$ cat config.mk
export PLATFORM = sky130hd
export DESIGN_NAME = printf_format_arg_classifier
export DESIGN_NICKNAME = d
export VERILOG_FILES = /design/src/rtl/pfac_pkg.sv /design/src/rtl/printf_format_arg_classifier.sv /design/src/rtl/pfac_front.sv /design/src/rtl/pfac_queue.sv /design/src/rtl/pfac_back.sv
export SDC_FILE = /design/constraint.sdc
export NUM_CORES = 1
export LEC_CHECK = 0
export BUFFER_PORTS_ARGS = -buffer_cell sky130_fd_sc_hd__buf_2
export CORE_ASPECT_RATIO = 1.25
export CORE_MARGIN = 2
export CORE_UTILIZATION = 56
export DETAILED_ROUTE_END_ITERATION = 10
export PLACE_DENSITY = 0.75
export SYNTH_ARGS = -nofsm -noshare
export SYNTH_HDL_FRONTEND = slang
export SYNTH_HIERARCHICAL = 1
export SYNTH_SLANG_ARGS = --single-unit
$ cat constraint.sdc
create_clock -name clk_i -period 9.5 [get_ports clk_i]
set_clock_uncertainty 0.1 [all_clocks]
set_input_delay 0.95 -clock clk_i [delete_from_list [all_inputs] [get_ports clk_i]]
set_output_delay 0.95 -clock clk_i [all_outputs]
set_load 0.1 [all_outputs]
$ cat src/rtl/pfac_pkg.sv
// ----------------------------------------------------------------------------
// pfac_pkg
// Shared types and constants for the printf format argument classifier.
// ----------------------------------------------------------------------------
package pfac_pkg;

  localparam int unsigned CountBitsDef = 16;
  localparam int unsigned PosW         = 16;
  localparam int unsigned MaxTypesW    = 16;
  localparam int unsigned CharW        = 8;
  localparam int unsigned QueueDepth   = 2;

  // format characters with a structural meaning
  localparam logic [CharW-1:0] CharNul     = 8'h00;
  localparam logic [CharW-1:0] CharPct     = 8'h25;  // '%'
  localparam logic [CharW-1:0] CharStar    = 8'h2a;  // '*'
  localparam logic [CharW-1:0] CharDot     = 8'h2e;  // '.'
  localparam logic [CharW-1:0] CharLong    = 8'h6c;  // 'l'
  localparam logic [CharW-1:0] CharQuad    = 8'h71;  // 'q'
  localparam logic [CharW-1:0] CharDigLo   = 8'h30;  // '0'
  localparam logic [CharW-1:0] CharDigHi   = 8'h39;  // '9'

  typedef enum logic [9:0] {
    PhText   = 10'b00_0000_0001,
    PhPct    = 10'b00_0000_0010,
    PhFlags  = 10'b00_0000_0100,
    PhWdig   = 10'b00_0000_1000,
    PhWdone  = 10'b00_0001_0000,
    PhPstart = 10'b00_0010_0000,
    PhPdig   = 10'b00_0100_0000,
    PhLen    = 10'b00_1000_0000,
    PhLong1  = 10'b01_0000_0000,
    PhConv   = 10'b10_0000_0000
  } pfac_phase_e;

  typedef enum logic [2:0] {
    ArgInt     = 3'd0,
    ArgChar    = 3'd1,
    ArgString  = 3'd2,
    ArgPointer = 3'd3,
    ArgDouble  = 3'd5
  } pfac_arg_e;

  typedef enum logic {
    KindArg = 1'b0,
    KindEnd = 1'b1
  } pfac_kind_e;

  // one queue entry: everything one format byte produces
  typedef struct packed {
    logic              has_arg;
    pfac_arg_e         arg_type;
    logic              long_flag;
    logic [PosW-1:0]   arg_pos;
    logic              stored;
    logic              has_end;
    logic [PosW-1:0]   end_pos;
  } pfac_entry_t;

  // queue status seen by the front
  typedef struct packed {
    logic full;
    logic empty;
  } pfac_qstat_t;

endpackage

$ cat src/rtl/printf_format_arg_classifier.sv
// ----------------------------------------------------------------------------
// printf_format_arg_classifier
// Streams a printf format string and reports the type of every argument.
// ----------------------------------------------------------------------------
// Usage:
//   Feed the format string one byte per request on s_axis; a zero byte ends
//   the string. Each star width, star precision and conversion yields one
//   argument record on m_axis (type, long flag, position, stored flag); a
//   zero byte yields an end record carrying the total argument count,
//   preceded by a plain int record when a spec was left open. tlast marks
//   the last record caused by one input byte.
//   cfg_we_i/cfg_wdata_i load max_types (capacity of the caller's array);
//   write it only while the block is idle.
// Timing:
//   One byte per cycle is accepted while the queue is not full. A record
//   reaches m_axis through the queue, written at the accepting edge, and
//   the output register, loaded from the queue head when empty or drained.
//   A byte that yields two records stays at the queue head until both are
//   loaded; a producing byte right behind it fills the queue and the input waits.
// Reset and stall:
//   Reset returns to the text phase with a zero count and max_types zero.
//   When m_axis stalls the output register holds, the queue fills, and
//   s_axis_tready drops once both queue entries are taken.
// ----------------------------------------------------------------------------
module printf_format_arg_classifier #(
  parameter int unsigned COUNT_BITS = pfac_pkg::CountBitsDef
) (
  input  logic                            clk_i,
  input  logic                            rst_ni,
  input  logic                            cfg_we_i,
  input  logic [pfac_pkg::MaxTypesW-1:0]  cfg_wdata_i,
  input  logic                            s_axis_tvalid,
  output logic                            s_axis_tready,
  input  logic [7:0]                      s_axis_tdata,   // [7:0] format_char
  output logic                            m_axis_tvalid,
  input  logic                            m_axis_tready,
  // [2:0] arg_type, [3] long_flag, [19:4] position, [20] stored, [23:21] zero
  output logic [23:0]                     m_axis_tdata,
  output logic                            m_axis_tuser,   // [0] record_kind
  output logic                            m_axis_tlast    // last_result
);

  pfac_pkg::pfac_entry_t  push_entry, head_entry;
  pfac_pkg::pfac_qstat_t  qstat;
  logic                   push, pop;
  pfac_pkg::pfac_kind_e   out_kind;
  pfac_pkg::pfac_arg_e    out_type;
  logic                   out_long, out_stored;
  logic [pfac_pkg::PosW-1:0] out_pos;

  // front: track the parse phase, count arguments, build entries
  pfac_front #(
    .COUNT_BITS (COUNT_BITS)
  ) u_front (
    .clk_i       (clk_i),
    .rst_ni      (rst_ni),
    .cfg_we_i    (cfg_we_i),
    .cfg_wdata_i (cfg_wdata_i),
    .in_valid_i  (s_axis_tvalid),
    .in_ready_o  (s_axis_tready),
    .in_char_i   (s_axis_tdata),
    .qstat_i     (qstat),
    .push_o      (push),
    .entry_o     (push_entry)
  );

  pfac_queue u_queue (
    .clk_i       (clk_i),
    .rst_ni      (rst_ni),
    .push_i      (push),
    .push_data_i (push_entry),
    .pop_i       (pop),
    .head_o      (head_entry),
    .qstat_o     (qstat)
  );

  // back: expand each entry into its records behind the output register
  pfac_back u_back (
    .clk_i        (clk_i),
    .rst_ni       (rst_ni),
    .head_i       (head_entry),
    .head_valid_i (!qstat.empty),
    .pop_o        (pop),
    .out_valid_o  (m_axis_tvalid),
    .out_ready_i  (m_axis_tready),
    .out_kind_o   (out_kind),
    .out_type_o   (out_type),
    .out_long_o   (out_long),
    .out_pos_o    (out_pos),
    .out_stored_o (out_stored),
    .out_last_o   (m_axis_tlast)
  );

  assign m_axis_tdata = {3'b000, out_stored, out_pos, out_long, out_type};
  assign m_axis_tuser = out_kind;

`ifndef SYNTHESIS
  // an end record always closes the results of its byte
  a_end_is_last: assert property (@(posedge clk_i) disable iff (!rst_ni)
    (m_axis_tvalid && m_axis_tuser) |-> m_axis_tlast)
    else $error("end record without tlast");

  // an end record carries no type, long flag or stored flag
  a_end_clean: assert property (@(posedge clk_i) disable iff (!rst_ni)
    (m_axis_tvalid && m_axis_tuser) |-> (m_axis_tdata[3:0] == 4'h0 && !m_axis_tdata[20]))
    else $error("end record carries argument fields");

  // only a flushed int may precede an end record within one byte
  a_first_of_pair: assert property (@(posedge clk_i) disable iff (!rst_ni)
    (m_axis_tvalid && !m_axis_tlast) |->
      (!m_axis_tuser && m_axis_tdata[3:0] == 4'h0))
    else $error("unexpected record ahead of end record");

  // a held record is not replaced before it is taken
  a_hold: assert property (@(posedge clk_i) disable iff (!rst_ni)
    (m_axis_tvalid && !m_axis_tready) |=> (m_axis_tvalid && $stable(m_axis_tdata)))
    else $error("output record changed while stalled");
`endif

endmodule

$ cat src/rtl/pfac_front.sv
// ----------------------------------------------------------------------------
// pfac_front
// Parse phase tracker: classifies each format byte and builds queue entries.
// ----------------------------------------------------------------------------
module pfac_front #(
  parameter int unsigned COUNT_BITS = pfac_pkg::CountBitsDef
) (
  input  logic                            clk_i,
  input  logic                            rst_ni,
  input  logic                            cfg_we_i,
  input  logic [pfac_pkg::MaxTypesW-1:0]  cfg_wdata_i,
  input  logic                            in_valid_i,
  output logic                            in_ready_o,
  input  logic [pfac_pkg::CharW-1:0]      in_char_i,
  input  pfac_pkg::pfac_qstat_t           qstat_i,
  output logic                            push_o,
  output pfac_pkg::pfac_entry_t           entry_o
);

  localparam int unsigned CmpW = (COUNT_BITS > pfac_pkg::PosW) ? COUNT_BITS : pfac_pkg::PosW;
  localparam logic [COUNT_BITS-1:0] CntMax = {COUNT_BITS{1'b1}};

  pfac_pkg::pfac_phase_e phase_q, phase_d, ph;
  logic                            long_q, long_d;
  logic [COUNT_BITS-1:0]           cnt_q, cnt_d, cnt_inc;
  logic [pfac_pkg::MaxTypesW-1:0]  max_types_q;
  logic                            accept, in_spec, done, emit, end_rec, lng, is_dig;
  pfac_pkg::pfac_arg_e             typ;
  logic [CmpW-1:0]                 cnt_ext, end_ext;
  logic [pfac_pkg::CharW-1:0]      c;

  assign in_ready_o = !qstat_i.full;
  assign accept     = in_valid_i && in_ready_o;
  assign c          = in_char_i;
  assign is_dig     = (c >= pfac_pkg::CharDigLo) && (c <= pfac_pkg::CharDigHi);
  assign in_spec    = (phase_q == pfac_pkg::PhPct)    || (phase_q == pfac_pkg::PhFlags) ||
                      (phase_q == pfac_pkg::PhWdig)   || (phase_q == pfac_pkg::PhWdone) ||
                      (phase_q == pfac_pkg::PhPstart) || (phase_q == pfac_pkg::PhPdig)  ||
                      (phase_q == pfac_pkg::PhLen)    || (phase_q == pfac_pkg::PhLong1) ||
                      (phase_q == pfac_pkg::PhConv);
  assign cnt_inc    = (cnt_q == CntMax) ? cnt_q : cnt_q + COUNT_BITS'(1);

  always_comb begin
    ph      = phase_q;
    phase_d = phase_q;
    long_d  = long_q;
    done    = 1'b0;
    emit    = 1'b0;
    end_rec = 1'b0;
    typ     = pfac_pkg::ArgInt;
    lng     = 1'b0;
    if (c == pfac_pkg::CharNul) begin
      // flush an open spec as plain int, then close the string
      emit    = in_spec;
      end_rec = 1'b1;
      phase_d = pfac_pkg::PhText;
      long_d  = 1'b0;
    end else if (!in_spec) begin
      if (c == pfac_pkg::CharPct) begin
        phase_d = pfac_pkg::PhPct;
        long_d  = 1'b0;
      end else begin
        phase_d = pfac_pkg::PhText;
      end
    end else begin
      if (ph == pfac_pkg::PhPct) begin
        if (c == pfac_pkg::CharPct) begin
          phase_d = pfac_pkg::PhText;
          done    = 1'b1;
        end else begin
          ph = pfac_pkg::PhFlags;
        end
      end
      if (!done && ph == pfac_pkg::PhFlags) begin
        if (c == "-" || c == "+" || c == " " || c == "#" || c == "0" || c == "'") begin
          phase_d = pfac_pkg::PhFlags;
          done    = 1'b1;
        end else if (c == pfac_pkg::CharStar) begin
          phase_d = pfac_pkg::PhWdone;
          emit    = 1'b1;
          done    = 1'b1;
        end else if (is_dig) begin
          phase_d = pfac_pkg::PhWdig;
          done    = 1'b1;
        end else begin
          ph = pfac_pkg::PhWdone;
        end
      end
      if (!done && ph == pfac_pkg::PhWdig) begin
        if (is_dig) begin
          phase_d = pfac_pkg::PhWdig;
          done    = 1'b1;
        end else begin
          ph = pfac_pkg::PhWdone;
        end
      end
      if (!done && ph == pfac_pkg::PhWdone) begin
        if (c == pfac_pkg::CharDot) begin
          phase_d = pfac_pkg::PhPstart;
          done    = 1'b1;
        end else begin
          ph = pfac_pkg::PhLen;
        end
      end
      if (!done && ph == pfac_pkg::PhPstart) begin
        if (c == pfac_pkg::CharStar) begin
          phase_d = pfac_pkg::PhLen;
          emit    = 1'b1;
          done    = 1'b1;
        end else if (is_dig) begin
          phase_d = pfac_pkg::PhPdig;
          done    = 1'b1;
        end else begin
          ph = pfac_pkg::PhLen;
        end
      end
      if (!done && ph == pfac_pkg::PhPdig) begin
        if (is_dig) begin
          phase_d = pfac_pkg::PhPdig;
          done    = 1'b1;
        end else begin
          ph = pfac_pkg::PhLen;
        end
      end
      if (!done && ph == pfac_pkg::PhLen) begin
        if (c == pfac_pkg::CharLong) begin
          long_d  = 1'b1;
          phase_d = pfac_pkg::PhLong1;
          done    = 1'b1;
        end else if (c == "h" || c == "L" || c == "z" || c == "j" || c == "t" ||
                     c == pfac_pkg::CharQuad) begin
          phase_d = pfac_pkg::PhConv;
          done    = 1'b1;
        end else begin
          ph = pfac_pkg::PhConv;
        end
      end
      if (!done && ph == pfac_pkg::PhLong1) begin
        if (c == pfac_pkg::CharLong) begin
          phase_d = pfac_pkg::PhConv;
          done    = 1'b1;
        end
      end
      if (!done) begin
        // conversion byte: decode the argument type
        unique case (c) inside
          "d", "i", "o", "u", "x", "X": lng = long_q;
          "s": typ = pfac_pkg::ArgString;
          "p": typ = pfac_pkg::ArgPointer;
          "c": typ = pfac_pkg::ArgChar;
          "f", "F", "e", "E", "g", "G", "a", "A": typ = pfac_pkg::ArgDouble;
          "n": lng = 1'b1;
          default: typ = pfac_pkg::ArgInt;
        endcase
        emit    = 1'b1;
        long_d  = 1'b0;
        phase_d = pfac_pkg::PhText;
      end
    end
  end

  always_comb begin
    if (end_rec) begin
      cnt_d = '0;
    end else if (emit) begin
      cnt_d = cnt_inc;
    end else begin
      cnt_d = cnt_q;
    end
  end

  assign cnt_ext = CmpW'(cnt_q);
  assign end_ext = emit ? CmpW'(cnt_inc) : CmpW'(cnt_q);

  always_comb begin
    entry_o.has_arg   = emit;
    entry_o.arg_type  = typ;
    entry_o.long_flag = lng;
    entry_o.arg_pos   = cnt_ext[pfac_pkg::PosW-1:0];
    entry_o.stored    = cnt_ext < CmpW'(max_types_q);
    entry_o.has_end   = end_rec;
    entry_o.end_pos   = end_ext[pfac_pkg::PosW-1:0];
  end

  assign push_o = accept && (emit || end_rec);

  always_ff @(posedge clk_i or negedge rst_ni) begin
    if (!rst_ni) begin
      phase_q     <= pfac_pkg::PhText;
      long_q      <= 1'b0;
      cnt_q       <= '0;
      max_types_q <= '0;
    end else begin
      if (accept) begin
        phase_q <= phase_d;
        long_q  <= long_d;
        cnt_q   <= cnt_d;
      end
      if (cfg_we_i) begin
        max_types_q <= cfg_wdata_i;
      end
    end
  end

endmodule

$ cat src/rtl/pfac_queue.sv
// ----------------------------------------------------------------------------
// pfac_queue
// Two-entry queue that decouples the parser from the record emitter.
// ----------------------------------------------------------------------------
module pfac_queue (
  input  logic                   clk_i,
  input  logic                   rst_ni,
  input  logic                   push_i,
  input  pfac_pkg::pfac_entry_t  push_data_i,
  input  logic                   pop_i,
  output pfac_pkg::pfac_entry_t  head_o,
  output pfac_pkg::pfac_qstat_t  qstat_o
);

  localparam int unsigned PtrW = $clog2(pfac_pkg::QueueDepth);
  localparam int unsigned CntW = $clog2(pfac_pkg::QueueDepth + 1);

  pfac_pkg::pfac_entry_t slots_q [pfac_pkg::QueueDepth];
  logic [PtrW-1:0] wr_ptr_q, rd_ptr_q;
  logic [CntW-1:0] fill_q;
  logic            do_push, do_pop;

  assign qstat_o.full  = (fill_q == CntW'(pfac_pkg::QueueDepth));
  assign qstat_o.empty = (fill_q == '0);
  assign do_push       = push_i && !qstat_o.full;
  assign do_pop        = pop_i && !qstat_o.empty;
  assign head_o        = slots_q[rd_ptr_q];

  always_ff @(posedge clk_i) begin
    if (do_push) begin
      slots_q[wr_ptr_q] <= push_data_i;
    end
  end

  always_ff @(posedge clk_i or negedge rst_ni) begin
    if (!rst_ni) begin
      wr_ptr_q <= '0;
      rd_ptr_q <= '0;
      fill_q   <= '0;
    end else begin
      if (do_push) begin
        wr_ptr_q <= wr_ptr_q + PtrW'(1);
      end
      if (do_pop) begin
        rd_ptr_q <= rd_ptr_q + PtrW'(1);
      end
      if (do_push && !do_pop) begin
        fill_q <= fill_q + CntW'(1);
      end else if (do_pop && !do_push) begin
        fill_q <= fill_q - CntW'(1);
      end
    end
  end

endmodule

$ cat src/rtl/pfac_back.sv
// ----------------------------------------------------------------------------
// pfac_back
// Record emitter: expands queue entries into one or two output records.
// ----------------------------------------------------------------------------
module pfac_back (
  input  logic                   clk_i,
  input  logic                   rst_ni,
  input  pfac_pkg::pfac_entry_t  head_i,
  input  logic                   head_valid_i,
  output logic                   pop_o,
  output logic                   out_valid_o,
  input  logic                   out_ready_i,
  output pfac_pkg::pfac_kind_e   out_kind_o,
  output pfac_pkg::pfac_arg_e    out_type_o,
  output logic                   out_long_o,
  output logic [pfac_pkg::PosW-1:0] out_pos_o,
  output logic                   out_stored_o,
  output logic                   out_last_o
);

  logic                       valid_q, valid_d, half_q, half_d, load, arg_part;
  pfac_pkg::pfac_kind_e       kind_q, kind_d;
  pfac_pkg::pfac_arg_e        type_q, type_d;
  logic                       long_q, long_d, stored_q, stored_d, last_q, last_d;
  logic [pfac_pkg::PosW-1:0]  pos_q, pos_d;

  // refill the output register when empty or being drained
  assign load     = !valid_q || out_ready_i;
  assign arg_part = head_i.has_arg && !half_q;

  always_comb begin
    valid_d  = valid_q;
    half_d   = half_q;
    pop_o    = 1'b0;
    kind_d   = kind_q;
    type_d   = type_q;
    long_d   = long_q;
    pos_d    = pos_q;
    stored_d = stored_q;
    last_d   = last_q;
    if (load) begin
      valid_d = head_valid_i;
      if (head_valid_i) begin
        if (arg_part) begin
          kind_d   = pfac_pkg::KindArg;
          type_d   = head_i.arg_type;
          long_d   = head_i.long_flag;
          pos_d    = head_i.arg_pos;
          stored_d = head_i.stored;
          last_d   = !head_i.has_end;
          half_d   = head_i.has_end;
          pop_o    = !head_i.has_end;
        end else begin
          kind_d   = pfac_pkg::KindEnd;
          type_d   = pfac_pkg::ArgInt;
          long_d   = 1'b0;
          pos_d    = head_i.end_pos;
          stored_d = 1'b0;
          last_d   = 1'b1;
          half_d   = 1'b0;
          pop_o    = 1'b1;
        end
      end
    end
  end

  always_ff @(posedge clk_i or negedge rst_ni) begin
    if (!rst_ni) begin
      valid_q <= 1'b0;
      half_q  <= 1'b0;
    end else begin
      valid_q <= valid_d;
      half_q  <= half_d;
    end
  end

  always_ff @(posedge clk_i) begin
    kind_q   <= kind_d;
    type_q   <= type_d;
    long_q   <= long_d;
    pos_q    <= pos_d;
    stored_q <= stored_d;
    last_q   <= last_d;
  end

  assign out_valid_o  = valid_q;
  assign out_kind_o   = kind_q;
  assign out_type_o   = type_q;
  assign out_long_o   = long_q;
  assign out_pos_o    = pos_q;
  assign out_stored_o = stored_q;
  assign out_last_o   = last_q;

endmodule

==> summary.md <==
| Metric | Value |
|---|---|
| Run status | finished clean |
| Clk_lat worst skew | 0.42 ns |
| Critical Path End Type | register |
| Arrival time worst endpoint | 5.15 ns |
| EDFF count, synth | 101 |
| Worst-path fanout max | 23 |
| Worst min path class | register to register |
| Hold Buf Count CTS | 0 |
| Starting DRT DRC Count | 393 |
| Row count | 48 |
| Post_cts resized | 0 |
| Final core occ | 0.633 |
| Minimum clock period | 5.10 ns |
| Sequential fraction of the synthesis area | 0.545 |
| Clk network pwr share | 0.299 |
| Placed cell area | 0.00813 mm² |
| Synth area leaders | edfxtp_1, dfrtp_1, mux2_2 |
| Unrepaired setup endpoints after global routing | no |
| Yosys reg bits | 150 |
| YS warnings | 6 |
| Total design power | 2.21 mW |
| Max Used Layer | met4 |
| Register area | 0.00426 mm² |
| Port bufs | 53 |
| Die Span Y | 136 µm |
| Final Setup Violations | 0 |
| CTS buffer count | 17 |
| Max incr delay on CP | 0.76 ns |
| Cells after Synth | 673 |
| Crit path max-delay family | compound AO/OA/AOI/OAI gates |
| Final-layout fill cell count | 1033 |
| CTS Buffer Depth | 2 |
| Sequential Power Share | 0.373 |
| Inst Count DP | 868 |
| Most common library cells after synthesis | edfxtp_1, nand2_1, dfrtp_1, mux2_2, nor2_1 |
| Vias | 5486 |
| Via-to-Cell Ratio | 6.10 |
| Psw | 0.855 mW |
| Worst Path Required | 9.54 ns |
| Die ar. | 0.0149 mm² |
| Hold Fails Final Rpt | 0 |
| WHS | 0.406 ns |
| Commonest register cell after synthesis | edfxtp_1 |
| Netlist cell types | 75 |
| Internal power | 1.35 mW |
| Number of clock sinks | 150 |
| Global router's overall resource usage | 0.238 |
| Initial core utilization | 0.569 |
| Post-synth top area cell | edfxtp_1 |
| H-tree depth | 4 |
| Chip width | 110 µm |
| Met2 WL | 8450 µm |
| Clock slew at reported path FFs | 0.06 ns |
| First-pass GRT wire length | 27100 µm |
| WL met1 | 7090 µm |
| Final Non-Filler Cells | 900 |
| Pins Over Slew Limit | 0 |
| Worst Setup Start Kind | input pin |
| Final setup margin | 4.40 ns |
| DR WL/cell | 18.8 µm |
| GR Overflow Total | 0 |
| Final WL | 16900 µm |
| Buffers plus inverters on the worst setup path | 1 |
| Combinational share of power | 0.328 |
| Post-CTS Setup Bufs | 0 |
| Fin crit share | 0.537 |
| Share of layout cells above drive strength 1 | 0.244 |
| Share of synthesized flip-flops with an asynchronous set or reset | 0.327 |
| Multi-input gate area | 0.00320 mm² |
| Most numerous cell in the Yosys netlist | edfxtp_1 |
| Diode count | 0 |
| # Max-Cap Violations | 0 |
| LEAKAGE | 3.45 nW |
| Worst path cell trace | buf_2, nor4b_2, nand4b_1, and2_1, a311o_1, a2111oi_0, a21boi_1, o311a_1, o211ai_2, nor2_1, xor2_1 |
| Setup_tns | 0 ns |
| Avg Cell Area, Syn | 11.6 µm² |
| CTS tree | built |
| Core area | 0.0138 mm² |
| Clk root buf | clkbuf_16 |
| Total iterations of the first detailed-routing run | 5 |
| Drt drc | 0 |
| Synth-to-Final Area Change | 11.3% |
| Slew headroom | 0.210 |
| Detail Placement HPWL | 11400 µm |
| Final #Nets | 758 |
| Largest net degree at the start of global routing | 50 |
| Critical path class | input pin to register |
| Antenna violations before repair | 1 |
| CP max stage cell | o211ai_2 |
| Placement Setup Slack | 4.05 ns |
| Vias in the first global route | 5388 |
| Worst vdd ir | 205 µV |
| Gpl congestion | 0.930 |
| Fmax achieved | 196 MHz |
| Routed Antenna Nets | 0 |
| Worst-margin pin slew | 1.18 ns |
| Syn Std Cell Area | 0.00782 mm² |
| Yosys top cell area share | 0.388 |
| Top-Level Pins | 57 |
| Pwr dens | 254 mW/mm² |
| Post-route cell area | 0.00871 mm² |
| Met3 wire length | 847 µm |
| Sw frac | 0.387 |
==> flip-flops by register name (all words and copies together) (netlist names) <==
signal / cells
u_back/out_long_o: 1
u_queue/slots_q: 78
u_back/out_type_o: 3
u_back/out_valid_o: 1
u_front/long_q: 1
u_queue/wr_ptr_q: 1
u_queue/fill_q: 2
u_queue/rd_ptr_q: 1
u_back/out_last_o: 1
u_back/out_pos_o: 16
u_front/cnt_ext: 16
u_back/out_kind_o: 1
u_back/out_stored_o: 1
u_front/max_types_q: 16
u_back/half_q: 1
u_front/phase_q: 10
==> worst register-to-register path: stages, from the launching register on <==
cell	delay [ns]
dfrtp_1	0.50
or4_4	0.60
or3_1	0.47
o21a_1	0.24
a31oi_1	0.32
nor3_1	0.14
nand3_1	0.18
o211ai_1	0.17
o31ai_1	0.28
buf_4	0.25
nor2_1	0.06
nor2_1	0.11
nand2_1	0.14
nor2_4	0.91
==> layer usage <==
layer / track usage / vias to the layer above
li1: - / 2567
met1: 0.299 / 2685
met2: 0.394 / 190
met3: 0.0479 / 44
met4: 0.113 / 0
met5: 0 / -
==> final timing paths <==
| kind | startpoint | slack (ns) | endpoint | cells after the start |
|---|---|---|---|---|
| worst min register to register | u_front/phase_q[0] | 0.41 | u_front/phase_q[0] | 2 |
| worst max register to register | u_front/phase_q[5] | 4.61 | u_queue/slots_q[0][2] | 13 |
| max in group asynchronous | rst_ni | 8.32 | u_front/phase_q[6] | 2 |
| worst max-delay path | s_axis_tdata[5] | 4.40 | u_queue/slots_q[1][7] | 11 |
| worst min-delay path | u_front/phase_q[0] | 0.41 | u_front/phase_q[0] | 2 |
| min in group asynchronous | rst_ni | 0.55 | u_queue/rd_ptr_q | 2 |
==> cell usage in the layout (no fill, tap or decap), types with 5 or more instances in the layout <==
master	n
xor2_1	11
nor4_1	5
nand4_1	10
nor2b_1	6
or2_2	7
inv_6	6
xnor2_1	10
a31oi_1	6
nor2_1	42
and3_1	7
o211ai_2	7
nand2b_1	8
edfxtp_1	101
buf_4	7
o31ai_1	9
ha_1	17
or3_1	6
and2_1	9
a21o_1	9
inv_1	32
dfrtp_1	48
nand3_1	14
buf_2	53
mux2_2	46
clkbuf_16	17
a21oi_1	18
mux2_4	12
o21ai_0	30
nand2_1	68
nor3_1	11
or4_1	8
==> cell type report <==
class | instances | area share
Clock buffer | 17 | 0.0489
Clock inverter | 15 | 0.0180
Inverter | 33 | 0.0142
Multi-Input combinational cell | 450 | 0.368
Sequential cell | 150 | 0.489
Tap cell | 175 | 0.0251
Timing Repair Buffer | 60 | 0.0365
==> power by group through the flow <==
| stage | sequential [mW] | combinational [mW] | clock [mW] |
|---|---|---|---|
| floorplan | 1.09 | 0.357 | 0 |
| global placement | 0.833 | 0.711 | 0 |
| detailed placement | 0.838 | 0.726 | 0 |
| CTS | 0.825 | 0.728 | 0.674 |
| global route | 0.833 | 0.765 | 0.702 |
| finish | 0.824 | 0.725 | 0.660 |
==> kinds of logic after synthesis <==
family	share of synthesized area
adder cells (fa/ha/maj)	0.0272
AO/OA/AOI/OAI	0.121
AND/OR/NAND/NOR	0.142
buffers and inverters	0.0477
XOR/XNOR	0.0235
other	0.000480
multiplexers	0.0931
flip-flops	0.545
Power figures use the tool's default switching activity.
